**config.mk**
```make
export PLATFORM = sky130hd
export DESIGN_NAME = ptms_cmd_fifo
export DESIGN_NICKNAME = d
export VERILOG_FILES = /design/src/rtl/core/ptms_pkg.sv /design/src/rtl/core/ptms_cmd_fifo.sv
export SDC_FILE = /design/constraint.sdc
export NUM_CORES = 1
export LEC_CHECK = 0
export BUFFER_PORTS_ARGS = -buffer_cell sky130_fd_sc_hd__buf_4
export CORE_UTILIZATION = 56
export CTS_CLUSTER_DIAMETER = 200
export DETAILED_ROUTE_END_ITERATION = 10
export GPL_TIMING_DRIVEN = 0
export PLACE_DENSITY = 0.95
export SETUP_SLACK_MARGIN = 0.4
export SLEW_MARGIN = 15
export SYNTH_ARGS = -nofsm -noshare
export SYNTH_HDL_FRONTEND = slang
export SYNTH_SLANG_ARGS = --single-unit
```
**constraint.sdc**
```tcl
create_clock -name clk -period 11.5 [get_ports clk]
set_input_delay 2.3 -clock clk [delete_from_list [all_inputs] [get_ports clk]]
set_output_delay 2.3 -clock clk [all_outputs]
set_load 0.005 [all_outputs]
```
**src/rtl/core/ptms_pkg.sv**
```systemverilog
// Shared types, codes and helpers for the packed triangular matrix store.
// Used by the front end, the command queue, the back end and the top level.
package ptms_pkg;

	localparam int MAX_WIDTH   = 64;
	localparam int VALUE_BITS  = 32;
	localparam int STORE_DEPTH = MAX_WIDTH * (MAX_WIDTH - 1) / 2;
	localparam int POS_BITS    = $clog2(MAX_WIDTH);
	localparam int WIDTH_BITS  = $clog2(MAX_WIDTH + 1);
	localparam int ADDR_BITS   = $clog2(STORE_DEPTH);

	// operation codes on the op field
	localparam logic [2:0] OP_INIT   = 3'd0;
	localparam logic [2:0] OP_WRITE  = 3'd1;
	localparam logic [2:0] OP_READ   = 3'd2;
	localparam logic [2:0] OP_SWAP   = 3'd3;
	localparam logic [2:0] OP_SHRINK = 3'd4;
	localparam logic [2:0] OP_LOCATE = 3'd5;

	// status codes
	localparam logic [1:0] ST_OK    = 2'd0;
	localparam logic [1:0] ST_DIAG  = 2'd1;
	localparam logic [1:0] ST_RANGE = 2'd2;

	// configuration register indexes
	localparam logic CFG_INITIAL_WIDTH = 1'b0;
	localparam logic CFG_FILL_VALUE    = 1'b1;

	typedef enum logic [2:0] {
		K_NONE,
		K_INIT,
		K_WRITE,
		K_READ,
		K_SWAP,
		K_LOCATE
	} kind_t;

	typedef enum logic [3:0] {
		B_IDLE,
		B_FILL,
		B_WRITE,
		B_READ,
		B_SWAP_CHK,
		B_SWAP_RQ,
		B_SWAP_WP,
		B_SWAP_WQ,
		B_LOCATE,
		B_EMIT
	} bstate_t;

	// addr: entry position for read/write, fill count for init,
	// flat index for locate
	typedef struct packed {
		kind_t                   kind;
		logic [1:0]              status;
		logic [WIDTH_BITS-1:0]   width;
		logic [ADDR_BITS-1:0]    addr;
		logic [POS_BITS-1:0]     row_a;
		logic [POS_BITS-1:0]     row_b;
		logic [ADDR_BITS-1:0]    tri_a;
		logic [ADDR_BITS-1:0]    tri_b;
		logic [VALUE_BITS-1:0]   data;
	} cmd_t;

	// n*(n-1)/2
	function automatic logic [ADDR_BITS-1:0] tri_count(input logic [WIDTH_BITS-1:0] n);
		logic [2*WIDTH_BITS-1:0] prod;
		logic [WIDTH_BITS-1:0]   nm1;
		nm1  = n - WIDTH_BITS'(n != '0);
		prod = n * nm1;
		return prod[ADDR_BITS:1];
	endfunction

endpackage

```
**src/rtl/core/ptms_cmd_fifo.sv**
```systemverilog
// Two-entry command queue between the front end and the back end.
// Depends on ptms_pkg for the command type.
module ptms_cmd_fifo (
	input  logic           clk,
	input  logic           arst_n,
	input  logic           push,
	input  ptms_pkg::cmd_t push_cmd,
	output logic           full,
	output logic           avail,
	input  logic           pop,
	output ptms_pkg::cmd_t head
);
	import ptms_pkg::*;

	cmd_t       slot_q [2];
	logic       wr_q;
	logic       rd_q;
	logic [1:0] cnt_q;

	assign full  = cnt_q == 2'd2;
	assign avail = cnt_q != 2'd0;
	assign head  = slot_q[rd_q];

	always_ff @(posedge clk) begin
		if (push)
			slot_q[wr_q] <= push_cmd;
	end

	always_ff @(posedge clk or negedge arst_n) begin
		if (!arst_n) begin
			wr_q  <= 1'b0;
			rd_q  <= 1'b0;
			cnt_q <= 2'd0;
		end else begin
			if (push)
				wr_q <= ~wr_q;
			if (pop)
				rd_q <= ~rd_q;
			cnt_q <= cnt_q + 2'(push) - 2'(pop);
		end
	end

endmodule

```
-- After elaboration in Yosys (flattened, before gate mapping)
Memories as Yosys holds them, arrays and structs flattened.
Cells that the tools add are included.
- bits of input ports: 93
- bits in writable memories: 178
- register bits: 4
- memories: 1
- bits in read-only memories: 0
- logic and storage cells: 12
- latch bits: 0
- memory list (memory ; depth ; width ; read ports ; clocked after memory_dff ; wr ports ; RTL line ; source):
    slot_q ; 2 ; 89 ; 1 ; 0 ; 1 ; ptms_cmd_fifo.sv:15 ; cmd_t slot_q [2];
- bitwise gates (word level): 2
- muxes and demuxes: 2
- add/subtract/negate cells: 2
- reductions and logical operators: 1
- equal/unequal tests: 1
- magnitude comparators: 0
- $mul: 0
- shifts and indexed selects: 0
- divide/modulo/power cells: 0
- operators by type and width (cell ; count):
    2-bit by 1-bit adder with 2-bit output ; 1
    2-bit equality test, second input constant ; 1
    1-bit 2-to-1 mux ; 2
    1-bit NOT ; 2
    2-bit nonzero test ; 1
    2-bit by 1-bit subtractor with 2-bit output ; 1

-- Longest topological paths before layout
- word-level depth: 2
- depth in mapped cells: 5
- gate-level depth less buffers: 5

-- Worst setup path after synthesis
OpenSTA, ideal clock, no wires.
- kind: input to register
- from: input port push
- to: memory slot_q[0][0] (netlist name) (enable)
- library setup time: 548 ps
- stages: 1
- data required time: 10952 ps
- arrival: 6182 ps
- path buffers: 0
- path slack: 4770 ps
- cells stage by stage: nor2b_1
- word-level cells in the longest chain between the ends: 2
- RTL lines (element ; RTL line ; source):
    from (decl) ; ptms_cmd_fifo.sv:6 ; input logic push,
    1-bit 2-to-1 mux ; ptms_cmd_fifo.sv:25 ; if (push)
    1-bit 2-to-1 mux (not written as such) ; ptms_cmd_fifo.sv:26 ; slot_q[wr_q] <= push_cmd;
    to (decl) ; ptms_cmd_fifo.sv:15 ;
Every way passes these cells.

==> impl_results.rst <==
.. list-table::
   :header-rows: 1

   * - Metric
     - Value
   * - Wire length of the first global-routing pass
     - a little under 20000 µm
   * - GRT Residual Overflow
     - 0
   * - Maximum fanout along the worst path
     - 10
   * - Critical path start-end classification
     - reg -> out
   * - Synth unique cells
     - 12
   * - Half-perimeter wire length of the detailed placement result
     - ~8400 µm
   * - Layout Skew
     - 4.87 ps
   * - Clock tree from TritonCTS
     - built
   * - DIE HEIGHT
     - 111 µm
   * - Initial Util
     - 58.0%
   * - Core area
     - 0.0115 mm²
   * - IO buf count
     - 183
   * - Post-Synthesis Cells
     - 292
   * - Fillers
     - just over 600
   * - Transition time of the tightest slew-check pin
     - about 640 ps
   * - Vias/cell
     - roughly 5.2
   * - Final setup violating endpoints
     - 0
   * - Unrepaired setup endpoints after global routing
     - false
   * - Post-CTS setup repair buffer count
     - 0
   * - Count of final hold-check violations
     - 0
   * - Seq/Total Area, Yosys
     - 81.5%
   * - Post-layout nets
     - 593
   * - IO Pins
     - 184
   * - Hold_buf cts
     - 0
   * - DIE AREA
     - 0.0124 mm²
   * - Antenna violations before repair
     - 0
   * - Critical Path, Cell by Cell
     - buf_6 -> clkbuf_8 -> mux2_2 -> buf_4
   * - Cell with the biggest individual delay on the critical path
     - mux2_2
   * - Period Utilization, post-route
     - 34.3%
   * - Synth top area share
     - between 70% and 80%
   * - Max-cap violation count
     - 0
   * - Growth of design area from synthesis to finish
     - 34.3%
   * - Path type of the worst min-delay path
     - reg -> reg
   * - Leakage power total
     - between 3 and 4 nW
   * - Die span in x
     - between 100 and 150 µm
   * - Average routed wire per standard cell
     - 19.5 µm
   * - Biggest cell delay along the critical path
     - 360 ps
   * - Result of the run
     - finished with violations
   * - Critical Path End Type
     - output port
   * - Num Clock Sinks
     - about 180
   * - Num CTS Buffers
     - 17
   * - Accumulated negative setup slack
     - 0 ps
   * - Worst Path Buf+Inv
     - 3
   * - Synth Cell Area
     - 0.00668 mm²
   * - Layout cell share with drive strength beyond 1
     - between 60% and 70%
   * - Top cells by area, synth
     - edfxtp_1 80%, mux2_2 15%, clkbuf_8 1.9%
   * - Maximum number of pins on one net before global-route repair
     - 47
   * - Cell type with the highest aggregate area in the netlist
     - edfxtp_1
   * - Cell Area, Placed
     - 0.00834 mm²
   * - Root buffer cell
     - clkbuf_16
   * - Insertion delay of the later-clocked pin in the worst-skew pair
     - around 420 ps
   * - Power density cells
     - 243 mW/mm²
   * - Diodes inserted
     - 0
   * - Total number of vias
     - roughly 3400
   * - Violated checks
     - DRC
   * - Number of storage elements in the synthesis netlist
     - approximately 180
   * - Slew headroom
     - 57.2%
   * - Required time at the endpoint of the critical path
     - 9200 ps
   * - Post-cts gate resize count
     - 0
   * - Startpoint kind of the worst setup timing path
     - register
   * - Clock buffer depth
     - 2
   * - Drt total wl
     - 12800 µm
   * - Syn nets
     - 387
   * - Number of nets still failing antenna checks after routing
     - 0
   * - Critical Path AT
     - approximately 1700 ps
   * - Area of all placed cells without fillers
     - 0.00897 mm²
   * - Number of synthesis warnings
     - 0
   * - Clk pin slew, worst setup/hold paths
     - 60 ps
   * - Post-layout minimum cycle time
     - ~3900 ps
   * - Tot GR Track Use
     - 21.7%
   * - Vias in the first global route
     - ~3700
   * - Maximum ir drop on the vdd rail
     - 191 µV
   * - Initial DRT Pass Iterations
     - 8
   * - Synthesized area per cell
     - 22.9 µm²
   * - Initial drt markers
     - between 200 and 250
   * - Max-slew violation count
     - 0
   * - Row count
     - 39
   * - Smallest hold slack
     - 567 ps
   * - DRC
     - 20
   * - Final weighted congestion of routability-driven global placement
     - 0.724
   * - Delay-heaviest family, CP
     - buffers and inverters
   * - Highest clock rate
     - roughly 250 MHz
   * - Max H-tree Level
     - 4
cell type report:
class	count	area (µm²)	area share (%)
Buffer	10	135	1.51
Clock buffer	20	457	5.09
Clock inverter	12	175	1.95
Inverter	2	7.51	0.0837
Multi-Input combinational cell	98	1100	12.3
Sequential cell	182	5450	60.7
Tap cell	143	179	1.99
Timing Repair Buffer	187	1470	16.4
cells in the mapped netlist, drive strengths merged:
library cell    n
edfxtp        178
mux2           89
clkbuf          9
dfrtp           4
ha              2
inv             2
nor2b           2
xor2            2
and2            1
buf             1
or2             1
xor3            1
report_power, final:
part | internal (mW) | switching, mW | total (mW)
Combinational | 0.385 | 0.278 | 0.663
Sequential | 0.880 | 0.0337 | 0.914
Clock | 0.375 | 0.232 | 0.607
final timing paths:
path,start,end,slack [ps],depth (start not counted)
setup / recovery,rd_q,head[73],7550,4
hold / removal,wr_q,wr_q,570,1
setup reg to reg,wr_q,slot_q[0][10],9790,3
hold reg to reg,wr_q,wr_q,570,1
max in group asynchronous,arst_n,cnt_q[1],9740,1
min in group asynchronous,arst_n,cnt_q[0],1660,1
layer usage:
layer / GRT usage [%] / routed length, µm / up-vias
met1: 23.4 / 4690 / 1658
met5: 0 / 0 / -
met4: 9.28 / 203 / 0
met3: 7.38 / 908 / 19
li1: - / - / 1571
met2: 38.7 / 6950 / 144
sequential cells by signal, summed over array words and instances, names as in the netlist:
| name | cells |
|---|---|
| slot_q | 178 |
| rd_q | 1 |
| cnt_q | 2 |
| wr_q | 1 |
cell families after synthesis:
logic type | Yosys count | share of synthesized area (%)
XOR/XNOR | 3 | 0.618
flip-flops | 182 | 81.5
multiplexers | 89 | 15.0
adder cells (fa/ha/maj) | 2 | 0.374
buffers and inverters | 12 | 2.13
AND/OR/NAND/NOR | 4 | 0.375
cells in the final DEF, fill, tap and decap left out, types with 2 or more instances in the layout:
| cell | netlist | routed |
|---|---|---|
| buf_12 | 0 | 2 |
| buf_16 | 0 | 2 |
| buf_4 | 0 | 183 |
| bufinv_16 | 0 | 4 |
| clkbuf_16 | 0 | 17 |
| clkbuf_8 | 9 | 11 |
| clkinv_2 | 0 | 2 |
| clkinv_4 | 0 | 2 |
| clkinvlp_4 | 0 | 2 |
| dfrtp_1 | 4 | 4 |
| edfxtp_1 | 178 | 178 |
| ha_1 | 2 | 2 |
| inv_1 | 2 | 2 |
| mux2_2 | 89 | 89 |
| xor2_1 | 2 | 2 |
per-stage QoR:
step                utilization, %  worst slack [ps]  power (mW)  instances
detailed placement            72.4              7780        1.59        622
floorplan                        -              4770        1.27        292
global placement              71.5              2880        1.56        618
finish                        77.9              7550        2.18        654
CTS                           77.9              7530        2.20        654
global route                  77.9              7480        2.27        654
Power figures use the tool's default switching activity.
