## src/rtl/core/ptms_pkg.sv

```systemverilog
// Shared types, codes and helpers for the packed triangular matrix store.
// Used by the front end, the command queue, the back end and the top level.
package ptms_pkg;

	localparam int MAX_WIDTH   = 64;
	localparam int VALUE_BITS  = 32;
	localparam int STORE_DEPTH = MAX_WIDTH * (MAX_WIDTH - 1) / 2;
	localparam int POS_BITS    = $clog2(MAX_WIDTH);
	localparam int WIDTH_BITS  = $clog2(MAX_WIDTH + 1);
	localparam int ADDR_BITS   = $clog2(STORE_DEPTH);

	// operation codes on the op field
	localparam logic [2:0] OP_INIT   = 3'd0;
	localparam logic [2:0] OP_WRITE  = 3'd1;
	localparam logic [2:0] OP_READ   = 3'd2;
	localparam logic [2:0] OP_SWAP   = 3'd3;
	localparam logic [2:0] OP_SHRINK = 3'd4;
	localparam logic [2:0] OP_LOCATE = 3'd5;

	// status codes
	localparam logic [1:0] ST_OK    = 2'd0;
	localparam logic [1:0] ST_DIAG  = 2'd1;
	localparam logic [1:0] ST_RANGE = 2'd2;

	// configuration register indexes
	localparam logic CFG_INITIAL_WIDTH = 1'b0;
	localparam logic CFG_FILL_VALUE    = 1'b1;

	typedef enum logic [2:0] {
		K_NONE,
		K_INIT,
		K_WRITE,
		K_READ,
		K_SWAP,
		K_LOCATE
	} kind_t;

	typedef enum logic [3:0] {
		B_IDLE,
		B_FILL,
		B_WRITE,
		B_READ,
		B_SWAP_CHK,
		B_SWAP_RQ,
		B_SWAP_WP,
		B_SWAP_WQ,
		B_LOCATE,
		B_EMIT
	} bstate_t;

	// addr: entry position for read/write, fill count for init,
	// flat index for locate
	typedef struct packed {
		kind_t                   kind;
		logic [1:0]              status;
		logic [WIDTH_BITS-1:0]   width;
		logic [ADDR_BITS-1:0]    addr;
		logic [POS_BITS-1:0]     row_a;
		logic [POS_BITS-1:0]     row_b;
		logic [ADDR_BITS-1:0]    tri_a;
		logic [ADDR_BITS-1:0]    tri_b;
		logic [VALUE_BITS-1:0]   data;
	} cmd_t;

	// n*(n-1)/2
	function automatic logic [ADDR_BITS-1:0] tri_count(input logic [WIDTH_BITS-1:0] n);
		logic [2*WIDTH_BITS-1:0] prod;
		logic [WIDTH_BITS-1:0]   nm1;
		nm1  = n - WIDTH_BITS'(n != '0);
		prod = n * nm1;
		return prod[ADDR_BITS:1];
	endfunction

endpackage

```

## src/rtl/core/ptms_front.sv

```systemverilog
// Front end: accepts input beats, tracks the matrix width, range-checks and
// turns each beat into a command for the back end. Holds the config registers.
// Depends on ptms_pkg.
module ptms_front (
	input  logic                            clk,
	input  logic                            arst_n,
	input  logic                            cfg_valid,
	output logic                            cfg_ready,
	input  logic                            cfg_index,
	input  logic [31:0]                     cfg_data,
	input  logic                            in_valid,
	output logic                            in_stall,
	input  logic [2:0]                      op,
	input  logic [ptms_pkg::POS_BITS-1:0]   first_pos,
	input  logic [ptms_pkg::POS_BITS-1:0]   second_pos,
	input  logic [ptms_pkg::VALUE_BITS-1:0] value,
	input  logic [10:0]                     flat_index,
	input  logic                            q_full,
	output logic                            q_push,
	output ptms_pkg::cmd_t                  q_cmd
);
	import ptms_pkg::*;

	logic [WIDTH_BITS-1:0] width_q;
	logic [WIDTH_BITS-1:0] width_d;
	logic [6:0]            initial_width_q;
	logic [VALUE_BITS-1:0] fill_value_q;
	logic [WIDTH_BITS-1:0] init_w;
	logic [WIDTH_BITS-1:0] tw_arg;
	logic [ADDR_BITS-1:0]  tri_w;
	logic [ADDR_BITS-1:0]  tri_a;
	logic [ADDR_BITS-1:0]  tri_b;
	logic                  a_out;
	logic                  b_out;
	logic                  accept;

	assign cfg_ready = 1'b1;
	assign in_stall  = q_full;
	assign accept    = in_valid && !q_full;
	assign q_push    = accept;

	always_ff @(posedge clk or negedge arst_n) begin
		if (!arst_n) begin
			initial_width_q <= 7'd64;
			fill_value_q    <= '0;
		end else if (cfg_valid) begin
			if (cfg_index == CFG_INITIAL_WIDTH)
				initial_width_q <= cfg_data[6:0];
			else
				fill_value_q <= VALUE_BITS'(cfg_data);
		end
	end

	always_ff @(posedge clk or negedge arst_n) begin
		if (!arst_n)
			width_q <= '0;
		else if (accept)
			width_q <= width_d;
	end

	assign init_w = (initial_width_q > 7'(MAX_WIDTH)) ? WIDTH_BITS'(MAX_WIDTH)
	                                                  : WIDTH_BITS'(initial_width_q);
	assign tw_arg = (op == OP_INIT) ? init_w : width_q;
	assign tri_w  = tri_count(tw_arg);
	assign tri_a  = tri_count({1'b0, first_pos});
	assign tri_b  = tri_count({1'b0, second_pos});
	assign a_out  = {1'b0, first_pos} >= width_q;
	assign b_out  = {1'b0, second_pos} >= width_q;

	always_comb begin
		width_d      = width_q;
		q_cmd        = '0;
		q_cmd.kind   = K_NONE;
		q_cmd.status = ST_OK;
		q_cmd.row_a  = first_pos;
		q_cmd.row_b  = second_pos;
		q_cmd.tri_a  = tri_a;
		q_cmd.tri_b  = tri_b;
		q_cmd.data   = value;
		unique case (op)
			OP_INIT: begin
				width_d    = init_w;
				q_cmd.kind = K_INIT;
				q_cmd.addr = tri_w;
				q_cmd.data = fill_value_q;
			end
			OP_WRITE, OP_READ: begin
				if (a_out || b_out)
					q_cmd.status = ST_RANGE;
				else if (first_pos == second_pos)
					q_cmd.status = ST_DIAG;
				else begin
					q_cmd.kind = (op == OP_WRITE) ? K_WRITE : K_READ;
					// lower triangle: row is the larger coordinate
					if (first_pos > second_pos)
						q_cmd.addr = tri_a + ADDR_BITS'(second_pos);
					else
						q_cmd.addr = tri_b + ADDR_BITS'(first_pos);
				end
			end
			OP_SWAP: begin
				if (a_out || b_out)
					q_cmd.status = ST_RANGE;
				else if (first_pos != second_pos)
					q_cmd.kind = K_SWAP;
			end
			OP_SHRINK: begin
				if (width_q != '0)
					width_d = width_q - 1'b1;
			end
			OP_LOCATE: begin
				if (flat_index >= tri_w)
					q_cmd.status = ST_RANGE;
				else begin
					q_cmd.kind = K_LOCATE;
					q_cmd.addr = flat_index;
				end
			end
			default: ;
		endcase
		q_cmd.width = width_d;
	end

endmodule

```

## config.mk

```make
export PLATFORM = sky130hd
export DESIGN_NAME = ptms_front
export DESIGN_NICKNAME = d
export VERILOG_FILES = /design/src/rtl/core/ptms_pkg.sv /design/src/rtl/core/ptms_front.sv
export SDC_FILE = /design/constraint.sdc
export NUM_CORES = 1
export LEC_CHECK = 0
export BUFFER_PORTS_ARGS = -buffer_cell sky130_fd_sc_hd__buf_2
export CELL_PAD_IN_SITES_DETAIL_PLACEMENT = 1
export CELL_PAD_IN_SITES_GLOBAL_PLACEMENT = 1
export CORE_UTILIZATION = 40
export CTS_CLUSTER_DIAMETER = 120
export DETAILED_ROUTE_END_ITERATION = 16
export PLACE_DENSITY = 0.88
export RECOVER_POWER = 100
export SLEW_MARGIN = 15
export SYNTH_ARGS = -nofsm -noshare
export SYNTH_HDL_FRONTEND = slang
export SYNTH_SLANG_ARGS = --single-unit
```

## constraint.sdc

```tcl
create_clock -name clk -period 10.2 [get_ports clk]
set_input_delay 1.02 -clock clk [delete_from_list [all_inputs] [get_ports clk]]
set_output_delay 1.02 -clock clk [all_outputs]
set_load 0.05 [all_outputs]
```

# Word-level counts from Yosys, hierarchy flattened
# Index checks and enable logic that the tools add are counted.
[totals] ff_bits=46 out_inout_bits=92 in_bits=96 elab_cells=58
[classes] reduce_logical=11 mul=3 add_sub_neg=6 bitwise=1 n_eq_ne=7 mux=22 order_cmp=5
[ops] cell="11-bit 2-to-1 mux" n=4
[ops] cell="11-bit case mux with 3 select lines" n=1
[ops] cell="32-bit 2-to-1 mux" n=1
[ops] cell="6-bit by 7-bit multiplier with 12-bit output" n=2
[ops] cell="11-bit by 6-bit adder with 11-bit output" n=2
[ops] cell="7-bit 2-to-1 mux" n=3
[ops] cell="6-bit by 7-bit greater-or-equal comparator with 1-bit output" n=2
[ops] cell="7-bit case mux with 2 select lines" n=1
[ops] cell="7-bit nonzero test" n=2
[ops] cell="6-bit by 1-bit subtractor with 7-bit output" n=2
[ops] cell="7-bit by 7-bit multiplier with 12-bit output" n=1
[ops] cell="3-bit case mux with 4 select lines" n=1
[ops] cell="6-bit nonzero test" n=2
[ops] cell="11-bit greater-or-equal comparator" n=1
[ops] cell="2-bit 2-to-1 mux" n=5
[ops] cell="3-bit 2-to-1 mux" n=3
[ops] cell="7-bit > comparator, second input constant" n=1
[ops] cell="7-bit by 1-bit subtractor with 7-bit output" n=1
[ops] cell="7-bit by 1-bit subtractor with 7-bit output, second input constant" n=1
[ops] cell="3-bit by 2-bit == test with 1-bit output, second input constant" n=2
[ops] cell="3-bit == test, second input constant" n=2
[ops] cell="6-bit == test" n=1
[ops] cell="6-bit > comparator" n=1
[ops] cell="6-bit != test" n=1
[ops] cell="10 further kinds" n=12

# Depth between registers and ports, before layout
[depth] word_depth=9 depth_mapped=35 mapped_depth_nobuf=32

# Worst setup path before layout
# No wires, ideal clock.
[synth_timing] path_type="input-to-output" from="input op[1]" to="output q_cmd[88] (netlist name)" slack_ns=0.471 arrival_time_ns=8.709 stages=31 cell_sequence="or3_1 > buf_6 > buf_2 > mux2i_1 > clkbuf_1 > nand4_1 > ha_1 > ha_1 > nand3_1 > ha_1 > or2_2 > fa_1 > fa_1 > inv_1 > fa_1 > fa_1 > ha_1 > o21a_1 > a21oi_1 > nand2_1 > o21ai_0 > xor2_1 > ha_1 > o21a_1 > o21ai_0 > nand2b_1 > a21oi_1 > a31o_2 > clkbuf_1 > nand2_1 > a21boi_0"
[synth_lines] item="from (decl)" line_no="ptms_front.sv:13" source="input logic [2:0] op,"
[synth_lines] item="to (decl)" line_no="ptms_front.sv:20" source="output ptms_pkg::cmd_t q_cmd"

==> metrics.yaml <==
synth:
  yosys_warnings: 0
  synth_edf_count: 0
  avgSynthCellArea_um2: 8.37
  netlist_instances: 1009
  async_reset_ff_share_pct: 100
  synth_flop_cell: "dfrtp_1"
  netlist_area_um2: 8440
  synth_cell_types: 79
  synth-seq-area-share_pct: 13.6
  ys_ff_latch: 46
layout:
  nFillCells: 2614
  nets: 1461
  diodes: 0
  drive_above_1_share_pct: 16.3
  area_growth_pct: 13.5
setup_path:
  startpoint: "op[1]"
  cp-endpoint: "q_cmd[66]"
  slowest_delay_ns: 0.55
  rr_endpoint: "width_q[5]"
  critPathArrivalTime_ns: 8.67
  critPathCaptureType: "output port"
  r2r_slack_ns: 7.55
  rr_worst_depth: 8
  crit_fanout: 15
  required_ns: 9.18
  crit_path_start_kind: "input pin"
  reg2reg_from: "width_q[0]"
  slowest_stage: "fa_1"
  cpMostUsedCell: "ha_1"
  crit_type: "input pin to output port"
timing:
  hold_viol: 0
  grt_setup_unrepaired: "false"
  max_freq_ghz: 0.103
  tightest_slew_ns: 2.56
  min_period_over_period_pct: 95.0
  relSlewSlack_pct: -70.5
  whs_ns: 0.507
  fin_ws_ns: 0.513
  period_needed_ns: 9.69
  slew_viol_final: 117
  setup_violations: 0
  setup_tns_ns: 0
  finalClockSkew_ns: 0.00506
grt:
  antenna_found_initial: 0
  grt_use_total_pct: 23.7
  grt_pass1_vias: 8279
  use_met3_pct: 2.02
  grt_max_degree: 47
  grt_use_met1_pct: 31.4
  use_met2_pct: 41.8
  busiest_layer: "met2"
  grt_overflow: 0
  grt_pass1_wl_mm: 41.6
pwr:
  p_switching_w: 0.00192
  finalPower_w: 0.00323
  ir_drop_mv: 0.170
  intPower_w: 0.00130
  seq_power_share_pct: 8.3
  leakage_nw: 4.90
  swShare_pct: 59.6
  pwr-share-clk_pct: 5.0
  p_per_area_nw_per_um2: 337
  comb_power_share_pct: 86.7
detailed_routing:
  final_antenna_net_count: 0
  avgRoutedWirePerCell_um: 17.6
  dr.pass1.iters: 7
  routed_wl_mm: 25.4
  drtIter0Drc: 335
  drcViolationCount: 0
  vias_per_cell: 5.42
  vias: 7838
floorplan:
  rows: 52
  die-height_um: 147
  io_pins: 188
  die_x_um: 147
  dieArea_um2: 21700
  start_util_pct: 41.2
  core-area_um2: 20500
clocking:
  cts_resized: 0
  postCtsSetupBuffers: 0
  ctsHoldBuffers: 0
  cts_root_buf: "clkbuf_16"
  cts.clk_slew.worst_paths_ns: 0.07
  clock_latency_ns: 0.28
  cts.path.max_buffers: 2
  clock-sinks: 46
  cts.htree.levels: 2
  tritoncts: "built"
  numCtsBuffers: 5
place:
  port_buffers: 186
  dpl.hpwl_mm: 21.3
  place.gp.congestion: 0.909
  dp_slack_ns: 0.207
hold_path:
  holdCritPathClass: "flip-flop to flip-flop"
outcome:
  status: "finished with violations"
  failed_checks: "max-capacitance violations, max-slew violations"
flow_run:
  maxCapViolations: 3
-- layer usage --
| metal | up-vias | routed length (µm) |
|---|---|---|
| met4 | 0 | 405 |
| met3 | 32 | 1190 |
| met2 | 211 | 12700 |
| li1 | 3691 | - |
| met1 | 3904 | 11200 |
| met5 | - | 0 |
-- layout by cell type (no fill, tap or decap), types with 11 or more instances in the layout --
cell type  netlist  final
nand2_1        135    136
nand2b_1        45     45
nor3_1          12     12
clkbuf_2         0     11
xnor2_1         30     30
buf_2            3     95
inv_1          119    119
dfrtp_1         45     45
nand3_1         25     25
o21a_1          12     12
ha_1           129    129
nor2_1          75     75
xor2_1          11     11
mux2_2          42     41
a21oi_1         29     30
fa_1            62     62
nor2b_1         15     15
o21ai_0         32     33
clkbuf_1        19     82
a21o_1          19     19
-- through the flow --
stage / instance area (µm²) / std cells / util [%]
4_1_cts: 9710 / 1445 / 47.4
6_report: 9590 / 1445 / 46.8
3_5_place_dp: 9560 / 1437 / 46.7
3_3_place_gp: 9560 / 1437 / 46.7
5_1_grt: 9590 / 1445 / 46.8
2_1_floorplan: 8460 / 1014 / -
-- power groups by stage --
stage / sequential [W] / clock, W / combinational, W
4_1_cts: 0.000266 / 0.000165 / 0.00283
2_1_floorplan: 0.000246 / 0 / 0.00216
3_5_place_dp: 0.000269 / 0 / 0.00280
5_1_grt: 0.000273 / 0.000174 / 0.00312
6_report: 0.000267 / 0.000161 / 0.00280
3_3_place_gp: 0.000266 / 0 / 0.00271
-- how the worst min path moves through the flow --
| stage | start | endpoint | slack, ns | depth (start not counted) |
|---|---|---|---|---|
| final | fill_value_q[12] | fill_value_q[12] | 0.51 | 1 |
| after global routing | initial_width_q[0] | initial_width_q[0] | 0.53 | 1 |
| after CTS | fill_value_q[19] | fill_value_q[19] | 0.51 | 1 |
| after detailed placement | fill_value_q[12] | fill_value_q[12] | 0.50 | 1 |
| after global placement | initial_width_q[1] | initial_width_q[1] | 0.48 | 1 |
| after floorplan | initial_width_q[1] | initial_width_q[1] | 0.47 | 1 |
-- state kept, by name, summed over array words and instances (netlist names) --
name and cells:
fill_value_q 32, initial_width_q 7, width_q 7
-- logic make-up (layout without fill, tap and decap cells) --
family                     Yosys count  after routing  synth area share (%)
AOI/OAI and AO/OA                  158            158                  13.0
xor gates and xnor gates            41             41                  4.25
adders and majority gates          191            191                  33.8
buffers and inverters              168            329                  8.55
DFF                                 46             46                  13.6
muxes                               49             49                  6.43
other                                2              7                0.0889
and+or+nand+nor                    354            354                  20.2
-- cells in the mapped netlist, drive strengths merged (3+ instances only) --
library cell	n	area share, %
nand2	137	6.3
ha	129	19
inv	120	5.3
nor2	77	3.6
fa	62	15
dfrtp	45	13
nand2b	45	3.3
mux2	42	5.6
o21ai	35	2.1
a21oi	31	1.9
xnor2	30	3.1
buf	26	2.2
nand3	26	1.6
a21o	19	1.7
clkbuf	19	0.84
nor2b	15	1.1
nor3	12	0.71
o21a	12	1.1
or2	11	0.82
xor2	11	1.1
a211oi	8	0.71
mux2i	7	0.83
a22oi	6	0.76
and2	6	0.47
nand4	6	0.44
a221o	5	0.59
nor4	5	0.55
a21boi	4	0.36
a31oi	4	0.30
and3	4	0.30
o211ai	4	0.36
o221ai	4	0.41
o311ai	4	0.50
or3	4	0.30
clkinv	3	0.15
o21bai	3	0.27
-- layout make-up --
| type | count | area [µm²] | area share [%] |
|---|---|---|---|
| Clock buffer | 5 | 125 | 1.31 |
| Timing Repair Buffer | 198 | 910 | 9.49 |
| Multi-Input combinational cell | 800 | 6580 | 68.6 |
| Inverter | 123 | 463 | 4.83 |
| Tap cell | 270 | 338 | 3.52 |
| Clock inverter | 3 | 18.8 | 0.196 |
| Sequential cell | 46 | 1150 | 12.0 |
-- worst max-delay path, delay by kind of cell --
family / cells / cell delay, ns
buffers and inverters: 3 / 0.45
adder cells (fa/ha/maj): 9 / 3.39
XOR/XNOR: 1 / 0.17
AO/OA/AOI/OAI: 7 / 1.31
AND/OR/NAND/NOR: 10 / 2.31
Power figures use the tool's default switching activity.
